<file path="src/rtl/core/pidaw_pkg.sv">
// Package for the anti-windup PID core: widths, register indexes, helpers.
`default_nettype none
package pidaw_pkg;
    localparam int DataWidth = 32;
    localparam int FracBits  = 16;
    localparam int GainWidth = DataWidth - 1;
    localparam int ErrWidth  = DataWidth + 1;
    localparam int AccWidth  = 64;
    localparam int MagWidth  = 64;
    localparam int CntWidth  = 7;

    localparam logic [2:0] RegSetpoint = 3'd0;
    localparam logic [2:0] RegGainP    = 3'd1;
    localparam logic [2:0] RegGainI    = 3'd2;
    localparam logic [2:0] RegGainD    = 3'd3;
    localparam logic [2:0] RegCmdLow   = 3'd4;
    localparam logic [2:0] RegCmdHigh  = 3'd5;
    localparam logic [2:0] RegReverse  = 3'd6;

    localparam logic signed [AccWidth-1:0] SatMax = {1'b0, {(AccWidth-1){1'b1}}};
    localparam logic signed [AccWidth-1:0] SatMin = -SatMax;

    // Saturating add at +-(2^63-1).
    function automatic logic signed [AccWidth-1:0] add_sat(
        input logic signed [AccWidth-1:0] a, input logic signed [AccWidth-1:0] b);
        logic signed [AccWidth:0] s;
        s = {a[AccWidth-1], a} + {b[AccWidth-1], b};
        if (s > $signed({SatMax[AccWidth-1], SatMax}))
            return SatMax;
        if (s < $signed({SatMin[AccWidth-1], SatMin}))
            return SatMin;
        return s[AccWidth-1:0];
    endfunction
endpackage
`default_nettype wire

</file>
<file path="src/rtl/core/pidaw_serial_unit.sv">
// Bit-serial shift-add multiplier and restoring divider with Q-format scaling.
`default_nettype none
module pidaw_serial_unit (
    input  wire logic                            clk,
    input  wire logic                            rst_n,
    input  wire logic                            start,
    input  wire logic                            div_mode,
    input  wire logic signed [pidaw_pkg::AccWidth-1:0] op_a,
    input  wire logic [pidaw_pkg::MagWidth-1:0]  op_b,
    output logic                                 done,
    output logic signed [pidaw_pkg::AccWidth-1:0] result
);
    import pidaw_pkg::*;

    localparam int MulSteps = MagWidth;
    localparam int DivSteps = MagWidth + FracBits;

    logic                      busy_reg;
    logic [CntWidth:0]         cnt_reg;
    logic                      mode_reg;
    logic                      neg_reg;
    logic [MagWidth-1:0]       mag_reg;   // multiplicand / dividend bits
    logic [MagWidth-1:0]       b_reg;     // multiplier bits / divisor
    logic [2*MagWidth-1:0]     acc_reg;   // product or {rem, quotient}
    logic                      sat_reg;
    logic                      done_reg;

    logic [MagWidth-1:0] a_mag;
    logic [MagWidth:0]   rem_sh;
    logic [MagWidth:0]   mul_sum;
    logic [MagWidth-1:0] q_cur;
    logic [2*MagWidth-1:0] prod_sh;
    logic [MagWidth-1:0] mag_out;
    logic signed [AccWidth-1:0] res_pos;

    assign a_mag = op_a[AccWidth-1] ? MagWidth'(-op_a) : MagWidth'(op_a);
    assign q_cur = acc_reg[MagWidth-1:0];
    assign rem_sh = {acc_reg[2*MagWidth-1:MagWidth], mag_reg[MagWidth-1]};
    assign mul_sum = {1'b0, acc_reg[2*MagWidth-1:MagWidth]} +
                     (b_reg[0] ? {1'b0, mag_reg} : {(MagWidth+1){1'b0}});

    // Step one bit per cycle: multiply scans b LSB first, divide shifts dividend MSB first.
    always_ff @(posedge clk or negedge rst_n)
    begin
        if (!rst_n)
        begin
            busy_reg <= 1'b0;
            done_reg <= 1'b0;
            cnt_reg  <= '0;
        end
        else
        begin
            done_reg <= 1'b0;
            if (start)
            begin
                busy_reg <= 1'b1;
                cnt_reg  <= '0;
                mode_reg <= div_mode;
                neg_reg  <= op_a[AccWidth-1];
                mag_reg  <= a_mag;
                b_reg    <= op_b;
                acc_reg  <= '0;
                sat_reg  <= 1'b0;
            end
            else if (busy_reg)
            begin
                cnt_reg <= cnt_reg + 1'b1;
                if (!mode_reg)
                begin
                    // Add the multiplicand into the upper half, shift the product right
                    acc_reg <= {mul_sum, acc_reg[MagWidth-1:1]};
                    b_reg   <= {1'b0, b_reg[MagWidth-1:1]};
                    if (cnt_reg == (CntWidth+1)'(MulSteps - 1))
                    begin
                        busy_reg <= 1'b0;
                        done_reg <= 1'b1;
                    end
                end
                else
                begin
                    mag_reg <= {mag_reg[MagWidth-2:0], 1'b0};
                    if (q_cur[MagWidth-2])
                        sat_reg <= 1'b1;
                    if (rem_sh >= {1'b0, b_reg})
                        acc_reg <= {MagWidth'(rem_sh - {1'b0, b_reg}),
                                    1'b0, q_cur[MagWidth-3:0], 1'b1};
                    else
                        acc_reg <= {rem_sh[MagWidth-1:0], 1'b0, q_cur[MagWidth-3:0], 1'b0};
                    if (cnt_reg == (CntWidth+1)'(DivSteps - 1))
                    begin
                        busy_reg <= 1'b0;
                        done_reg <= 1'b1;
                    end
                end
            end
        end
    end

    // Scale and saturate the finished magnitude, then apply the sign.
    always_comb
    begin
        prod_sh = acc_reg >> FracBits;
        if (mode_reg)
            mag_out = sat_reg ? MagWidth'(SatMax) : q_cur;
        else if (prod_sh[2*MagWidth-1:MagWidth-1] != '0)
            mag_out = MagWidth'(SatMax);
        else
            mag_out = prod_sh[MagWidth-1:0];
        res_pos = AccWidth'(mag_out);
        result  = neg_reg ? -res_pos : res_pos;
    end

    assign done = done_reg;
endmodule
`default_nettype wire

</file>
<file path="src/rtl/core/pid_antiwindup_controller_core.sv">
// Top level of the PID controller with conditional-integration anti-windup.
// Usage: write registers on cfg (wr_en, wr_index, wr_data) while idle.
// s_axis carries one sample item: tdata = measurement[31:0], interval[62:32].
// m_axis returns one result item: tdata = command[31:0], tuser = status.
// A zero interval answers with the held command, status 1, valid in the cycle
// after acceptance. A normal item runs a sequence on one shared bit-serial
// unit: a divide for the derivative (80 steps), then multiplies of 64 steps
// each: error times interval, P, D, I on the candidate, and I on the old
// integral when the wind-up test fires. The first item with a nonzero
// interval after reset has no divide. The result is registered from ST_FIN;
// the next item is accepted once the state has passed ST_OUT back to ST_IDLE
// and the result has been taken. One item is in flight at a time.
// s_axis_tready falls while an item is in work or its result waits; the
// result register holds while m_axis_tready is low.
// Reset clears the registers, the integral, the prior error and the held
// command, and leaves no result pending.
`default_nettype none
module pid_antiwindup_controller_core (
    input  wire logic        clk,
    input  wire logic        rst_n,
    input  wire logic        wr_en,
    input  wire logic [2:0]  wr_index,
    input  wire logic [31:0] wr_data,
    input  wire logic        s_axis_tvalid,
    output logic             s_axis_tready,
    input  wire logic [63:0] s_axis_tdata,   // measurement[31:0], interval[62:32]
    output logic             m_axis_tvalid,
    input  wire logic        m_axis_tready,
    output logic [31:0]      m_axis_tdata,   // command[31:0]
    output logic             m_axis_tuser    // status
);
    import pidaw_pkg::*;

    typedef enum logic [8:0] {
        ST_IDLE  = 9'b000000001,
        ST_DIV   = 9'b000000010,
        ST_MINT  = 9'b000000100,
        ST_MP    = 9'b000001000,
        ST_MD    = 9'b000010000,
        ST_MI    = 9'b000100000,
        ST_MI2   = 9'b001000000,
        ST_FIN   = 9'b010000000,
        ST_OUT   = 9'b100000000
    } state_t;

    state_t state_reg, state_next;

    logic signed [DataWidth-1:0] setpoint_reg, cmd_low_reg, cmd_high_reg;
    logic [GainWidth-1:0]        gain_p_reg, gain_i_reg, gain_d_reg;
    logic                        reverse_reg;

    logic signed [AccWidth-1:0]  integral_reg;
    logic signed [ErrWidth-1:0]  prior_err_reg;
    logic                        prior_valid_reg;
    logic signed [DataWidth-1:0] held_cmd_reg;

    logic signed [ErrWidth-1:0]  err_reg;
    logic [GainWidth-1:0]        dt_reg;
    logic signed [AccWidth-1:0]  deriv_reg, cand_reg, p_reg, d_reg, cmd_reg;

    logic                        out_valid_reg;
    logic [DataWidth-1:0]        out_cmd_reg;
    logic                        out_status_reg;

    logic                        su_start;
    logic                        su_div;
    logic signed [AccWidth-1:0]  su_a;
    logic [MagWidth-1:0]         su_b;
    logic                        su_done;
    logic signed [AccWidth-1:0]  su_res;

    logic                        div_kick_reg;
    logic                        su_start_any;
    logic signed [AccWidth-1:0]  su_a_any;
    logic [MagWidth-1:0]         su_b_any;
    logic                        su_div_any;

    logic                        in_acc;
    logic signed [DataWidth-1:0] in_meas;
    logic [GainWidth-1:0]        in_dt;
    logic signed [ErrWidth-1:0]  in_err;
    logic signed [ErrWidth:0]    diff;
    logic signed [AccWidth-1:0]  cmd_first, cmd_wide;
    logic                        windup;
    logic signed [AccWidth-1:0]  hi_w, lo_w, cmd_clamp;

    assign in_meas = s_axis_tdata[DataWidth-1:0];
    assign in_dt   = s_axis_tdata[DataWidth+GainWidth-1:DataWidth];
    assign s_axis_tready = (state_reg == ST_IDLE) && !out_valid_reg;
    assign in_acc  = s_axis_tvalid && s_axis_tready;
    assign in_err  = reverse_reg ? (ErrWidth'(in_meas) - ErrWidth'(setpoint_reg))
                                 : (ErrWidth'(setpoint_reg) - ErrWidth'(in_meas));
    assign diff    = err_reg - prior_err_reg;
    assign hi_w    = AccWidth'(cmd_high_reg);
    assign lo_w    = AccWidth'(cmd_low_reg);
    assign cmd_first = add_sat(add_sat(p_reg, su_res), d_reg);
    assign windup  = (cmd_first > hi_w && err_reg > 0) ||
                     (cmd_first < lo_w && err_reg < 0);
    assign cmd_wide = cmd_reg;

    always_comb
    begin
        if (cmd_wide > hi_w)
            cmd_clamp = hi_w;
        else if (cmd_wide < lo_w)
            cmd_clamp = lo_w;
        else
            cmd_clamp = cmd_wide;
    end

    pidaw_serial_unit u_serial (
        .clk     (clk),
        .rst_n   (rst_n),
        .start   (su_start_any),
        .div_mode(su_div_any),
        .op_a    (su_a_any),
        .op_b    (su_b_any),
        .done    (su_done),
        .result  (su_res)
    );

    // Pick the next operation of the sequence.
    always_comb
    begin
        state_next = state_reg;
        su_start   = 1'b0;
        su_div     = 1'b0;
        su_a       = '0;
        su_b       = '0;
        case (state_reg)
            ST_IDLE:
            begin
                if (in_acc && in_dt != '0)
                begin
                    state_next = ST_DIV;
                end
            end
            ST_DIV:
            begin
                if (!prior_valid_reg)
                begin
                    state_next = ST_MINT;
                    su_start = 1'b1;
                    su_a = AccWidth'(err_reg);
                    su_b = MagWidth'(dt_reg);
                end
                else
                begin
                    if (su_done)
                    begin
                        state_next = ST_MINT;
                        su_start = 1'b1;
                        su_a = AccWidth'(err_reg);
                        su_b = MagWidth'(dt_reg);
                    end
                end
            end
            ST_MINT:
            begin
                if (su_done)
                begin
                    state_next = ST_MP;
                    su_start = 1'b1;
                    su_a = AccWidth'(err_reg);
                    su_b = MagWidth'(gain_p_reg);
                end
            end
            ST_MP:
            begin
                if (su_done)
                begin
                    state_next = ST_MD;
                    su_start = 1'b1;
                    su_a = deriv_reg;
                    su_b = MagWidth'(gain_d_reg);
                end
            end
            ST_MD:
            begin
                if (su_done)
                begin
                    state_next = ST_MI;
                    su_start = 1'b1;
                    su_a = cand_reg;
                    su_b = MagWidth'(gain_i_reg);
                end
            end
            ST_MI:
            begin
                if (su_done)
                begin
                    if (windup)
                    begin
                        state_next = ST_MI2;
                        su_start = 1'b1;
                        su_a = integral_reg;
                        su_b = MagWidth'(gain_i_reg);
                    end
                    else
                    begin
                        state_next = ST_FIN;
                    end
                end
            end
            ST_MI2:
            begin
                if (su_done)
                    state_next = ST_FIN;
            end
            ST_FIN:  state_next = ST_OUT;
            ST_OUT:  state_next = ST_IDLE;
            default: state_next = ST_IDLE;
        endcase
    end

    // Register the state, the configuration and the item; set the divide kick together with the work registers.
    always_ff @(posedge clk or negedge rst_n)
    begin
        if (!rst_n)
        begin
            state_reg       <= ST_IDLE;
            setpoint_reg    <= '0;
            gain_p_reg      <= '0;
            gain_i_reg      <= '0;
            gain_d_reg      <= '0;
            cmd_low_reg     <= '0;
            cmd_high_reg    <= '0;
            reverse_reg     <= 1'b0;
            integral_reg    <= '0;
            prior_err_reg   <= '0;
            prior_valid_reg <= 1'b0;
            held_cmd_reg    <= '0;
            out_valid_reg   <= 1'b0;
            div_kick_reg    <= 1'b0;
        end
        else
        begin
            state_reg    <= state_next;
            div_kick_reg <= 1'b0;
            // Take register writes.
            if (wr_en)
            begin
                case (wr_index)
                    RegSetpoint: setpoint_reg <= wr_data;
                    RegGainP:    gain_p_reg   <= wr_data[GainWidth-1:0];
                    RegGainI:    gain_i_reg   <= wr_data[GainWidth-1:0];
                    RegGainD:    gain_d_reg   <= wr_data[GainWidth-1:0];
                    RegCmdLow:   cmd_low_reg  <= wr_data;
                    RegCmdHigh:  cmd_high_reg <= wr_data;
                    RegReverse:  reverse_reg  <= wr_data[0];
                    default:     ;
                endcase
            end
            // Drop the result once taken.
            if (out_valid_reg && m_axis_tready)
                out_valid_reg <= 1'b0;
            // Capture the item.
            if (in_acc)
            begin
                err_reg   <= in_err;
                dt_reg    <= in_dt;
                deriv_reg <= '0;
                if (in_dt == '0)
                begin
                    out_valid_reg  <= 1'b1;
                    out_cmd_reg    <= held_cmd_reg;
                    out_status_reg <= 1'b1;
                end
                else
                    div_kick_reg <= 1'b1;
            end
            // Collect the serial unit results.
            if (su_done)
            begin
                case (state_reg)
                    ST_DIV:  deriv_reg <= su_res;
                    ST_MINT: cand_reg  <= add_sat(integral_reg, su_res);
                    ST_MP:   p_reg     <= su_res;
                    ST_MD:   d_reg     <= su_res;
                    ST_MI:   cmd_reg   <= cmd_first;
                    ST_MI2:  cmd_reg   <= add_sat(add_sat(p_reg, su_res), d_reg);
                    default: ;
                endcase
                if (state_reg == ST_MI && !windup)
                    integral_reg <= cand_reg;
            end
            // Commit state and present the result.
            if (state_reg == ST_FIN)
            begin
                held_cmd_reg    <= cmd_clamp[DataWidth-1:0];
                prior_err_reg   <= err_reg;
                prior_valid_reg <= 1'b1;
                out_valid_reg   <= 1'b1;
                out_cmd_reg     <= cmd_clamp[DataWidth-1:0];
                out_status_reg  <= 1'b0;
            end
        end
    end

    // The divide is started from a second port of the start logic.
    always_comb
    begin
        su_start_any = su_start;
        su_a_any     = su_a;
        su_b_any     = su_b;
        su_div_any   = su_div;
        if (div_kick_reg && prior_valid_reg)
        begin
            su_start_any = 1'b1;
            su_div_any   = 1'b1;
            su_a_any     = AccWidth'(diff);
            su_b_any     = MagWidth'(dt_reg);
        end
    end

    assign m_axis_tvalid = out_valid_reg;
    assign m_axis_tdata  = out_cmd_reg;
    assign m_axis_tuser  = out_status_reg;

    // Assertions.
    a_no_accept_busy: assert property (@(posedge clk) disable iff (!rst_n)
        (state_reg != ST_IDLE) |-> !s_axis_tready)
        else $error("input accepted while busy");
    a_hold_stall: assert property (@(posedge clk) disable iff (!rst_n)
        (m_axis_tvalid && !m_axis_tready) |=> (m_axis_tvalid && $stable(m_axis_tdata)))
        else $error("result changed under stall");
    a_clamp_ok: assert property (@(posedge clk) disable iff (!rst_n)
        (state_reg == ST_FIN && cmd_low_reg <= cmd_high_reg) |->
        (cmd_clamp <= hi_w && cmd_clamp >= lo_w))
        else $error("command outside limits");
endmodule
`default_nettype wire

</file>
<file path="config.mk">
export PLATFORM = sky130hd
export DESIGN_NAME = pid_antiwindup_controller_core
export DESIGN_NICKNAME = d
export VERILOG_FILES = /design/src/rtl/core/pidaw_pkg.sv /design/src/rtl/core/pidaw_serial_unit.sv /design/src/rtl/core/pid_antiwindup_controller_core.sv
export SDC_FILE = /design/constraint.sdc
export NUM_CORES = 2
export LEC_CHECK = 0
export ABC_CLOCK_PERIOD_IN_PS = 59000
export BUFFER_PORTS_ARGS = -buffer_cell sky130_fd_sc_hd__clkbuf_2
export CAP_MARGIN = 10
export CORE_MARGIN = 2
export CORE_UTILIZATION = 50
export CTS_CLUSTER_DIAMETER = 100
export DETAILED_ROUTE_END_ITERATION = 12
export GPL_TIMING_DRIVEN = 0
export HOLD_SLACK_MARGIN = 0.03
export PLACE_DENSITY = 0.77
export SYNTH_ARGS = -nofsm -noshare
export SYNTH_HDL_FRONTEND = slang
export SYNTH_SLANG_ARGS = --single-unit
</file>
<file path="constraint.sdc">
create_clock -name clk -period 59 [get_ports clk]
set_input_delay 8.85 -clock clk [delete_from_list [all_inputs] [get_ports clk]]
set_output_delay 8.85 -clock clk [all_outputs]
set_load 0.005 [all_outputs]
</file>
==> results.ini <==
[status]
status = complete, but fails checks
violations = max-capacitance violations, max-slew violations

[routing]
via_count = 70397
final_antenna_net_count = 0
post-route-drc-count = 0
drt-total-wl_um = 297000
viasPerCell = 6.59
wl_per_cell_um = 27.8
firstDrtPassIters = 8
first_iter_violations = 8597

[clock_network]
clock_path_buffers = 3
cts_root_buf = clkbuf_16
post_cts_resized = 0
cts_max_level = 3
cts_buffers = 110
clock_latency_ps = 750
clkTransAtPathRegs_ps = 70
clock_sinks = 984
tritoncts = done
post-cts-setup-buffers = 0
hold_buffers = 0

[floorplan]
fp.dieH_um = 391
core_um2 = 149000
dieArea_um2 = 153000
io-pin-count = 139
core.rowCount = 142
die_w_um = 391
start_util = 0.502

[logic_synthesis]
syn-num-nets = 9012
synth_cell_types = 113
synth-edff-count = 643
postSynthAreaPerCell_um2 = 9.08
synth_area_leaders = edfxtp_1 (26%), dfrtp_1 (11%), ha_1 (11%)
synth_top_area_frac = 0.257
syn_inst = 8256
synth_seq_cells = 984
yosys-top-cells-count = nand2_1 (818), a21oi_1 (683), ha_1 (644)
synth_area_um2 = 75000
ys_warn_count = 0
yosys.area.top_type = edfxtp_1
synthFlopType = edfxtp_1
postSynth.asyncResetShare = 0.347
seq_area_frac_synth = 0.371
yosysMostFrequentCell = nand2_1

[global_routing]
grt_overflow = 0
grt_max_degree = 115
grt_usage = 0.377
grt_pass1_wl_um = 431000
antenna_found_initial = 18
grt_pass1_vias = 67454

[worst_setup_path]
crit_top_cell = clkbuf_1
crit_family = simple AND/OR/NAND/NOR gates
max_stage_delay_ps = 950
start_kind = register
cp_slowest_cell = a21oi_1
worstPathArrival_ps = 28740
crit_type = register to register
critPathRequiredTime_ps = 59540
cp_max_fo = 10
end_kind = register
cp.buffers_inverters = 13
r2r_slack_ps = 30810

[sta]
max_slew_margin = -0.0194
grt_setup_unrepaired = false
fin_worst_skew_ps = 35.4
timing.final.crit_share = 0.478
fin_crit_ps = 28190
fmax_ghz = 0.0355
maxSlewViolCount = 5
hold_violations = 0
setup_violations = 0
setup_ws_ps = 30810
tightest_slew_ps = 1530
tns_ps = 0

[power]
total_power_mw = 3.00
peakVddDrop_mv = 0.0243
power.density_nw_per_um2 = 36.1
leakagePower_nw = 34.0

[placed_design]
place_congestion = 1.05
dpl.hpwl_um = 234000
pre_cts_slack_ps = 31970
io_buffers = 135

[finish]
largest_register_ffs = 128
finalNetCount = 9315
area_growth_pct = 10.7
drive_gt1_frac = 0.0851

[run]
drv_cap = 1

[hold_path]
hp-class = register to register

==> worst register-to-register path: cells and delay by family, from the launching register on <==
kind | cells | cell delay, ps
and+or+nand+nor | 35 | 11840
AOI/OAI and AO/OA | 27 | 8080
buffers and inverters | 13 | 4040
adders and majority gates | 5 | 1670
xor gates and xnor gates | 3 | 1560
DFF | 1 | 520
muxes | 1 | 270
==> cells in the final DEF (no fill, tap or decap), types with 247 or more instances in the layout <==
cell type / n
nand2_1: 818
ha_1: 644
nor2_1: 632
clkbuf_1: 358
xnor2_1: 247
edfxtp_1: 643
dfrtp_1: 340
a21oi_1: 681
o21ai_0: 581
inv_1: 325
==> per-stage QoR <==
step                 util  std cells  cell area, µm²  hold slack (ps)
floorplan               -       8256           75000              453
global placement    0.523      10407           78200              473
detailed placement  0.529      10456           79100              485
CTS                 0.555      10662           82900              504
global route        0.556      10669           83000              515
finish              0.556      10681           83000              500
==> power by group <==
part           internal, mW  switching [mW]  total [mW]
Sequential            0.859           0.114       0.973
Combinational         0.460           0.833        1.29
Clock                 0.419           0.318       0.736
Total                  1.74            1.26        3.00
==> cell type report <==
| cell class | instances | area (µm²) |
|---|---|---|
| Clock buffer | 139 | 3130 |
| Timing Repair Buffer | 191 | 1460 |
| Multi-Input combinational cell | 6534 | 44500 |
| Buffer | 408 | 1580 |
| Antenna cell | 12 | 30.0 |
| Fill cell | 13431 | 66400 |
| Sequential cell | 984 | 27800 |
| Clock inverter | 67 | 699 |
| Inverter | 330 | 1240 |
| Tap cell | 2016 | 2520 |
==> kinds of logic (layout without fill, tap and decap cells) <==
kind of cell / count (synthesis) / count (layout) / share of synthesized area
compound gates: 2530 / 2530 / 0.218
buf+inv: 738 / 1135 / 0.0376
other cells: 0 / 12 / 0
flops: 984 / 984 / 0.371
xor+xnor: 416 / 416 / 0.0486
mux: 307 / 307 / 0.0442
fa+ha+maj: 664 / 664 / 0.111
simple gates: 2617 / 2617 / 0.170
==> metal layers <==
| layer | wire [µm] | part of all wire | GRT usage |
|---|---|---|---|
| met1 | 111000 | 0.37 | 0.462 |
| met4 | 20400 | 0.069 | 0.216 |
| met3 | 33400 | 0.11 | 0.108 |
| met2 | 132000 | 0.44 | 0.595 |
| met5 | 73 | 0.00025 | 0 |
==> final timing paths <==
path	start	end	cells past startpoint
max	u_serial.acc_reg[97]	u_serial.mag_reg[62]	84
min	prior_err_reg[0]	prior_err_reg[0]	2
max reg2reg	u_serial.acc_reg[97]	u_serial.mag_reg[62]	84
min reg2reg	prior_err_reg[0]	prior_err_reg[0]	2
max in group asynchronous	rst_n	integral_reg[52]	3
min in group asynchronous	rst_n	setpoint_reg[19]	1
(Power assumes the default switching activity.)
